`src/pli_pkg.sv`:
```
package pli_pkg;

  localparam int SampleBits    = 16;
  localparam int IdxBits       = 8;
  localparam int ChanBits      = 8;
  localparam int FracBits      = 8;
  localparam int GainBits      = 32;
  localparam int CfgIdxBits    = 2;
  localparam int CfgDataBits   = 32;
  localparam int DefTableDepth = 256;

  localparam logic signed [SampleBits-1:0] LowValueRst  = '0;
  localparam logic [GainBits-1:0]          SpanGainRst  = 32'd65536;
  localparam logic [IdxBits-1:0]           LastEntryRst = 8'd255;

  typedef enum logic [CfgIdxBits-1:0] {
    CFG_LOW_VALUE  = 2'd0,
    CFG_SPAN_GAIN  = 2'd1,
    CFG_LAST_ENTRY = 2'd2
  } cfg_idx_e;

  typedef enum logic {
    MODE_CONVERT = 1'b0,
    MODE_LOAD    = 1'b1
  } mode_e;

  typedef struct packed {
    mode_e                         mode;
    logic signed [SampleBits-1:0]  sample;
    logic [IdxBits-1:0]            entry_index;
    logic [ChanBits-1:0]           entry_red;
    logic [ChanBits-1:0]           entry_green;
    logic [ChanBits-1:0]           entry_blue;
  } in_word_t;

  typedef struct packed {
    logic [ChanBits-1:0] red;
    logic [ChanBits-1:0] green;
    logic [ChanBits-1:0] blue;
  } color_t;

  typedef struct packed {
    logic               wr_en;
    logic [IdxBits-1:0] wr_idx;
    color_t             wr_data;
    logic               rd_en;
    logic [IdxBits-1:0] rd_idx_a;
    logic [IdxBits-1:0] rd_idx_b;
  } tbl_req_t;

endpackage

```
`src/pli_blend.sv`:
```
module pli_blend (
  input  pli_pkg::color_t                  a_i,
  input  pli_pkg::color_t                  b_i,
  input  logic [pli_pkg::FracBits-1:0]     frac_i,
  output pli_pkg::color_t                  mix_o
);

  localparam int MulBits = pli_pkg::ChanBits + pli_pkg::FracBits + 1;

  // Weighted sum a*(256-f) + b*f, keeping the integer part.
  function automatic logic [pli_pkg::ChanBits-1:0] mix(
    input logic [pli_pkg::ChanBits-1:0] a,
    input logic [pli_pkg::ChanBits-1:0] b,
    input logic [pli_pkg::FracBits-1:0] f
  );
    logic [pli_pkg::FracBits:0] wa;
    logic [MulBits-1:0]         acc;
    wa  = {1'b1, {pli_pkg::FracBits{1'b0}}} - {1'b0, f};
    acc = (MulBits'(a) * MulBits'(wa)) + (MulBits'(b) * MulBits'(f));
    return acc[pli_pkg::ChanBits+pli_pkg::FracBits-1:pli_pkg::FracBits];
  endfunction

  always_comb begin
    mix_o.red   = mix(a_i.red,   b_i.red,   frac_i);
    mix_o.green = mix(a_i.green, b_i.green, frac_i);
    mix_o.blue  = mix(a_i.blue,  b_i.blue,  frac_i);
  end

endmodule

```
`config.mk`:
```
export PLATFORM = sky130hd
export DESIGN_NAME = pli_blend
export DESIGN_NICKNAME = d
export VERILOG_FILES = /design/src/pli_pkg.sv /design/src/pli_blend.sv
export SDC_FILE = /design/constraint.sdc
export NUM_CORES = 1
export LEC_CHECK = 0
export ABC_CLOCK_PERIOD_IN_PS = 9500
export BUFFER_PORTS_ARGS = -buffer_cell sky130_fd_sc_hd__clkbuf_2
export CELL_PAD_IN_SITES_DETAIL_PLACEMENT = 1
export CELL_PAD_IN_SITES_GLOBAL_PLACEMENT = 1
export CORE_ASPECT_RATIO = 1.5
export CORE_MARGIN = 2
export CORE_UTILIZATION = 50
export DETAILED_ROUTE_END_ITERATION = 10
export PLACE_DENSITY_LB_ADDON = 0.1
export REMOVE_ABC_BUFFERS = 1
export SYNTH_ARGS = -nofsm -noshare
export SYNTH_HDL_FRONTEND = slang
export SYNTH_SLANG_ARGS = --single-unit
```
`constraint.sdc`:
```
create_clock -name vclk -period 9.5
set_input_delay 0.475 -clock vclk [all_inputs]
set_output_delay 0.475 -clock vclk [all_outputs]
set_load 0.01 [all_outputs]
```
==> out/metrics.yaml, run 1 <==
cells_and_area:
  nets: 2056
  area_growth_pct: 5.77
  clkbuf_count: 0
  seq_area_um2: 0
  seq_cell_count: 0
  stdcell_count: 1851
  drive_gt1_frac: 0.0719
  fillCellCount: 3087
clocking:
  post_cts_buffers: 0
  cts_resized: 0
  cts-hold-fix-buffers: 0
worst_setup_path:
  crit_required_ns: 9.03
  end_kind: "output pin"
  crit_arrival_ns: 7.33
  critPathKind: "in -> out"
  cp-start-kind: "primary input"
  worst-path-max-fanout: 26
synthesis:
  synthCells: 1479
  ys_warn_count: 0
  ys_seq_area_frac: 0
  syn_area_um2: 13100
  synth.distinct_cells: 39
  synth.avg_cell_area_um2: 8.87
floorplanning:
  row_count: 72
  die_area_um2: 27600
  io_pins: 80
  core_um2: 25800
  chipHeight_um: 202
  die_width_um: 136
  initial_utilization: 0.509
run:
  cap_violations: 0
place:
  pre_cts_ws_ns: 1.72
  dp_hpwl_um: 27400
  dpl.cell_count: 1850
  port-buffer-count: 80
  globalplace.congestion: 0.802
outcome:
  status: "finished, final reports clean"
global_route:
  grt_overflow: 0
  grt_pass1_vias: 11400
  grt_usage: 0.257
  grt_max_degree: 47
  antenna_found_initial: 1
  grt_pass1_wl_um: 55400
timing:
  fmax_mhz: 128
  setup_viol: 0
  tightest_slew_ns: 1.33
  fin_setup_tns_ns: 0
  hold_viol: 0
  layout_setup_ws_ns: 1.69
  min_period_over_period: 0.822
  finalMaxSlewViolations: 0
  fin_crit_ns: 7.81
  rsz0062_at_grt: "false"
  slew_headroom: 0.112
drt:
  drt_pass1_iterations: 4
  route.detailed.drc: 0
  drt-total-wl_um: 32800
  drtIter0Drc: 229
  wire_per_inst_um: 17.7
  ant_nets: 0
  routed_via_density: 5.17
  vias: 9573
worst_hold_path:
  hp-class: "in -> out"
==> synth_stat cells <==
master    instances  share of area
o21ai_1           1        0.00038
ha_1            181           0.17
nor3_2            1        0.00076
buf_1            10         0.0029
nand4_1           4         0.0019
fa_1            300           0.46
clkbuf_2          1        0.00038
and3_1            5         0.0024
xor2_1           13         0.0087
nor2_1           14         0.0040
a221o_1           1        0.00076
nand3_2           1        0.00076
o211ai_1          2         0.0011
nor4_2            1        0.00095
nor2_4            1        0.00086
buf_2            10         0.0038
buf_6             1        0.00086
a21o_1            6         0.0034
a21oi_1          12         0.0046
a31oi_1           2        0.00095
o21bai_1          1        0.00057
o221ai_1          1        0.00067
o21bai_2          1        0.00086
a22oi_1           2         0.0011
nor2b_2           1        0.00067
nand2_1         169          0.048
nor3_1            5         0.0019
o21ai_0           7         0.0027
o21a_1            7         0.0040
clkbuf_1         33         0.0094
a22oi_2           1        0.00095
o21ai_2           1        0.00067
inv_1           393           0.11
nand3_1           6         0.0023
xnor2_1          36          0.024
nor2b_1           1        0.00048
a311oi_1          2         0.0013
a21oi_2           2         0.0013
and2_1          243           0.12
==> final timing paths <==
| kind | start | endpoint | slack, ns | depth (start not counted) |
|---|---|---|---|---|
| worst min-delay path | a_i[23] | mix_o[23] | 1.56 | 5 |
| worst max-delay path | frac_i[1] | mix_o[13] | 1.69 | 25 |
==> metrics by stage <==
step           cell area (um2)  utilization  hold WS [ns]
2_1_floorplan            12900            -          1.23
3_3_place_gp             13900        0.538          1.58
3_5_place_dp             13900        0.538          1.58
4_1_cts                  13900        0.538          1.58
5_1_grt                  13900        0.538          1.62
6_report                 13900        0.538          1.56
==> placed cells by master, fill, tap and decap left out, types with 2 or more instances in the layout <==
cell	Yosys	layout
xor2_2	0	2
a21o_1	6	6
nor3_1	5	5
nand2_1	169	169
a31oi_1	2	2
o211ai_1	2	2
ha_1	181	181
nor2_1	14	14
a22oi_1	2	2
inv_1	393	393
o21ai_0	7	7
clkbuf_2	1	80
xnor2_1	36	32
nand3_1	6	6
and2_1	243	243
xor2_1	13	11
buf_4	0	13
o21a_1	7	7
xnor2_2	0	2
fa_1	300	300
a21oi_1	12	12
a21oi_2	2	2
xnor2_4	0	2
and3_1	5	5
a311oi_1	2	2
nand4_1	4	4
==> metal layers <==
metal | GRT usage | routed length (um) | share of wire
met1 | 0.290 | 11900 | 0.36
met2 | 0.522 | 19200 | 0.59
met3 | 0.00652 | 758 | 0.023
met4 | 0.0588 | 915 | 0.028
met5 | 0 | 0 | 0
==> cell type report <==
| type | instances | area (um2) | share of cell area |
|---|---|---|---|
| inverters | 393 | 1480 | 0.106 |
| well taps | 333 | 417 | 0.0300 |
| diodes | 1 | 2.50 | 0.000180 |
| multi-input cells | 1031 | 11500 | 0.828 |
| repair buffers | 93 | 498 | 0.0359 |
==> kinds of logic after synthesis <==
logic type,count (synthesis),share of synthesized area
adder cells (fa/ha/maj),481,0.631
AND/OR/NAND/NOR,452,0.181
buffers and inverters,448,0.130
AO/OA/AOI/OAI,49,0.0255
XOR/XNOR,49,0.0327
==> worst max-delay path, stage by stage <==
cell      delay, ns
clkbuf_2       0.08
buf_4          0.28
inv_1          0.12
ha_1           0.29
nand2_1        0.13
xor2_2         0.72
buf_4          0.38
nand2_1        0.11
fa_1           0.51
fa_1           0.52
fa_1           0.52
inv_1          0.06
fa_1           0.48
fa_1           0.52
inv_1          0.05
fa_1           0.47
inv_1          0.04
ha_1           0.18
nor3_1         0.29
a22oi_1        0.20
nand3_1        0.22
nand2_1        0.13
a311oi_1       0.33
a21oi_1        0.07
clkbuf_2       0.13
Power of run 1 is not shown: default switching activity piles up to over one toggle a cycle in this logic, so the estimate is an artifact.
==> inputs of run 2 (changes only) <==
--- a/config.mk
+++ b/config.mk
@@ -5,13 +5,14 @@
 export SDC_FILE = /design/constraint.sdc
 export NUM_CORES = 1
 export LEC_CHECK = 0
-export ABC_CLOCK_PERIOD_IN_PS = 9500
+export ABC_AREA = 1
+export ABC_CLOCK_PERIOD_IN_PS = 7550
 export BUFFER_PORTS_ARGS = -buffer_cell sky130_fd_sc_hd__clkbuf_2
 export CELL_PAD_IN_SITES_DETAIL_PLACEMENT = 1
 export CELL_PAD_IN_SITES_GLOBAL_PLACEMENT = 1
 export CORE_ASPECT_RATIO = 1.5
 export CORE_MARGIN = 2
-export CORE_UTILIZATION = 50
+export CORE_UTILIZATION = 48
 export DETAILED_ROUTE_END_ITERATION = 10
 export PLACE_DENSITY_LB_ADDON = 0.1
 export REMOVE_ABC_BUFFERS = 1
==> constraint.sdc (replaced) <==
create_clock -name vclk -period 7.55
set_input_delay 0.3775 -clock vclk [all_inputs]
set_output_delay 0.3775 -clock vclk [all_outputs]
set_load 0.01 [all_outputs]
==> run 2 against run 1 <==
Effect of this change: worst hold slack got worse by 0.026 ns; global-route usage grew 2.4 points; critical path depth grew 6; sequential share of layout area is the same; routed wire length is 28% higher; critical endpoint is now mix_o[15]; largest cell class unchanged.
==> out/metrics.yaml, run 2 <==
place:
  globalplace.congestion: 0.882  # +10%
  port-buffer-count: 80  # unchanged
  dp_hpwl_um: 36800  # +34%
worst_setup_path:
  slowest_stage: "fa_1"
  crit_required_ns: 7.17  # -1.86 ns
  crit_arrival_ns: 6.54  # -0.79 ns
  worst-path-max-fanout: 16  # -38%
  cp-start-kind: "primary input"
  critPathKind: "in -> out"
  end_kind: "output pin"
  cpPeakStageDelay_ns: 0.54  # -0.18 ns
  cpMostUsedCell: "nand2_1"
cells_and_area:
  clkbuf_count: 0  # unchanged
  drive_gt1_frac: 0.0550  # -0.0168
  fillCellCount: 3940  # +28%
  seq_cell_count: 0  # unchanged
  antennaDiodeCount: 0  # -1
  final_cell_mix: "inv_1 (642), nand2_1 (498), fa_1 (300)"
  nets: 2556  # +24%
  final_common_cell: "inv_1"
  area_growth_pct: 4.65
  seq_area_um2: 0  # unchanged
global_route:
  antenna_found_initial: 0  # -1
  grt_pass1_vias: 14100  # +24%
  grt_pass1_wl_um: 70000  # +26%
  grt_usage: 0.282  # +0.0244
  grt_overflow: 0  # unchanged
  grt_max_degree: 49  # +4.3%
synthesis:
  yosys.area.top_type: "fa_1"
  synth.distinct_cells: 36  # -7.7%
  yosys-top-cells-area: "fa_1 (42%), inv_1 (17%), ha_1 (16%)"
  synthAdderAreaFrac: 0.577  # -0.0539
  syn_area_um2: 14300  # +9.3%
  synthXorXnorAreaFrac: 0.00489  # -0.0278
  synth_top_family_by_area: "adder cells"
  synth.avg_cell_area_um2: 7.19  # -19%
  ys_warn_count: 0  # unchanged
  ys_seq_area_frac: 0  # unchanged
  synth_compound_area_frac: 0.0237  # -0.00174
  ys_top_cells_by_count: "inv_1 (642), nand2_1 (498), fa_1 (300)"
  synth_simple_gate_area_share: 0.200  # +0.0184
  synthCells: 1994  # +35%
  synth.area.mux_share: 0  # unchanged
  synth_most_common_cell: "inv_1"
  synth_top_area_frac: 0.419  # -0.0391
clocking:
  cts-hold-fix-buffers: 0  # unchanged
  post_cts_buffers: 0  # unchanged
  cts_resized: 0  # unchanged
drt:
  drt_pass1_iterations: 4  # unchanged
  ant_nets: 0  # unchanged
  drt-total-wl_um: 41800  # +28%
  wire_per_inst_um: 17.3  # -2.0%
  route.detailed.drc: 0  # unchanged
  drtIter0Drc: 386  # +69%
  routed_via_density: 5.03  # -2.8%
  vias: 12100  # +27%
outcome:
  status: "finished, final reports clean"
timing:
  rsz0062_at_grt: "false"
  fin_setup_tns_ns: 0  # unchanged
  hold_viol: 0  # unchanged
  min_period_over_period: 0.917
  slew_headroom: 0.310  # +0.198
  fmax_mhz: 145
  fin_crit_ns: 6.92
  setup_viol: 0  # unchanged
  tightest_slew_ns: 1.03  # -0.290 ns
  finalMaxSlewViolations: 0  # unchanged
floorplanning:
  core_um2: 29500  # +14%
  io_pins: 80  # unchanged
  chipHeight_um: 216  # +6.6%
  row_count: 77  # +6.9%
  die_area_um2: 31300  # +14%
  initial_utilization: 0.486  # -0.0226
  die_width_um: 145  # +6.5%
run:
  cap_violations: 0  # unchanged
worst_hold_path:
  hp-class: "in -> out"
## run 2: cell families (layout without fill, tap and decap cells)
family,Yosys count,count (layout)
and+or+nand+nor,720,720
adders and majority gates,481,481
AOI/OAI and AO/OA,63,63
xor gates and xnor gates,8,8
buffers and inverters,722,745
## run 2: worst paths after layout
| check | start | to | depth (start not counted) |
|---|---|---|---|
| max | frac_i[1] | mix_o[15] | 31 |
| min | a_i[0] | mix_o[4] | 7 |
## run 2: metal layers
metal	wire (um)	share of wire	up-vias	global-route usage
met4	1720	0.041	0	0.0866
met1	15700	0.38	6170	0.311
met5	0	0	-	0
met2	23300	0.56	208	0.569
met3	1110	0.027	87	0.0171
li1	-	-	5664	-
## run 2: worst max-delay path: cells and delay by family
| family | cells | cell delay, ns |
|---|---|---|
| buffers and inverters | 9 | 0.93 |
| adders and majority gates | 8 | 3.39 |
| and+or+nand+nor | 13 | 1.56 |
| AOI/OAI and AO/OA | 1 | 0.27 |
## run 2: cell type report
| type | count | area, um2 | area share |
|---|---|---|---|
| inverter | 646 | 2420 | 0.162 |
| multi-input combinational | 1272 | 11500 | 0.769 |
| timing repair buffer | 99 | 543 | 0.0362 |
| tap | 395 | 494 | 0.0329 |
## run 2: per-stage QoR
stage / hold slack, ns / area, um2 / setup slack (ns) / utilization / std cells
after floorplan: 1.09 / 14000 / 1.69 / - / 1918
final: 1.53 / 15000 / 0.630 / 0.509 / 2412
after global routing: 1.61 / 15000 / 0.224 / 0.509 / 2412
after CTS: 1.55 / 15000 / 0.628 / 0.509 / 2412
after detailed placement: 1.55 / 15000 / 0.632 / 0.509 / 2412
after global placement: 1.52 / 15000 / 0.722 / 0.509 / 2412
Power of run 2 is left out for the same reason.
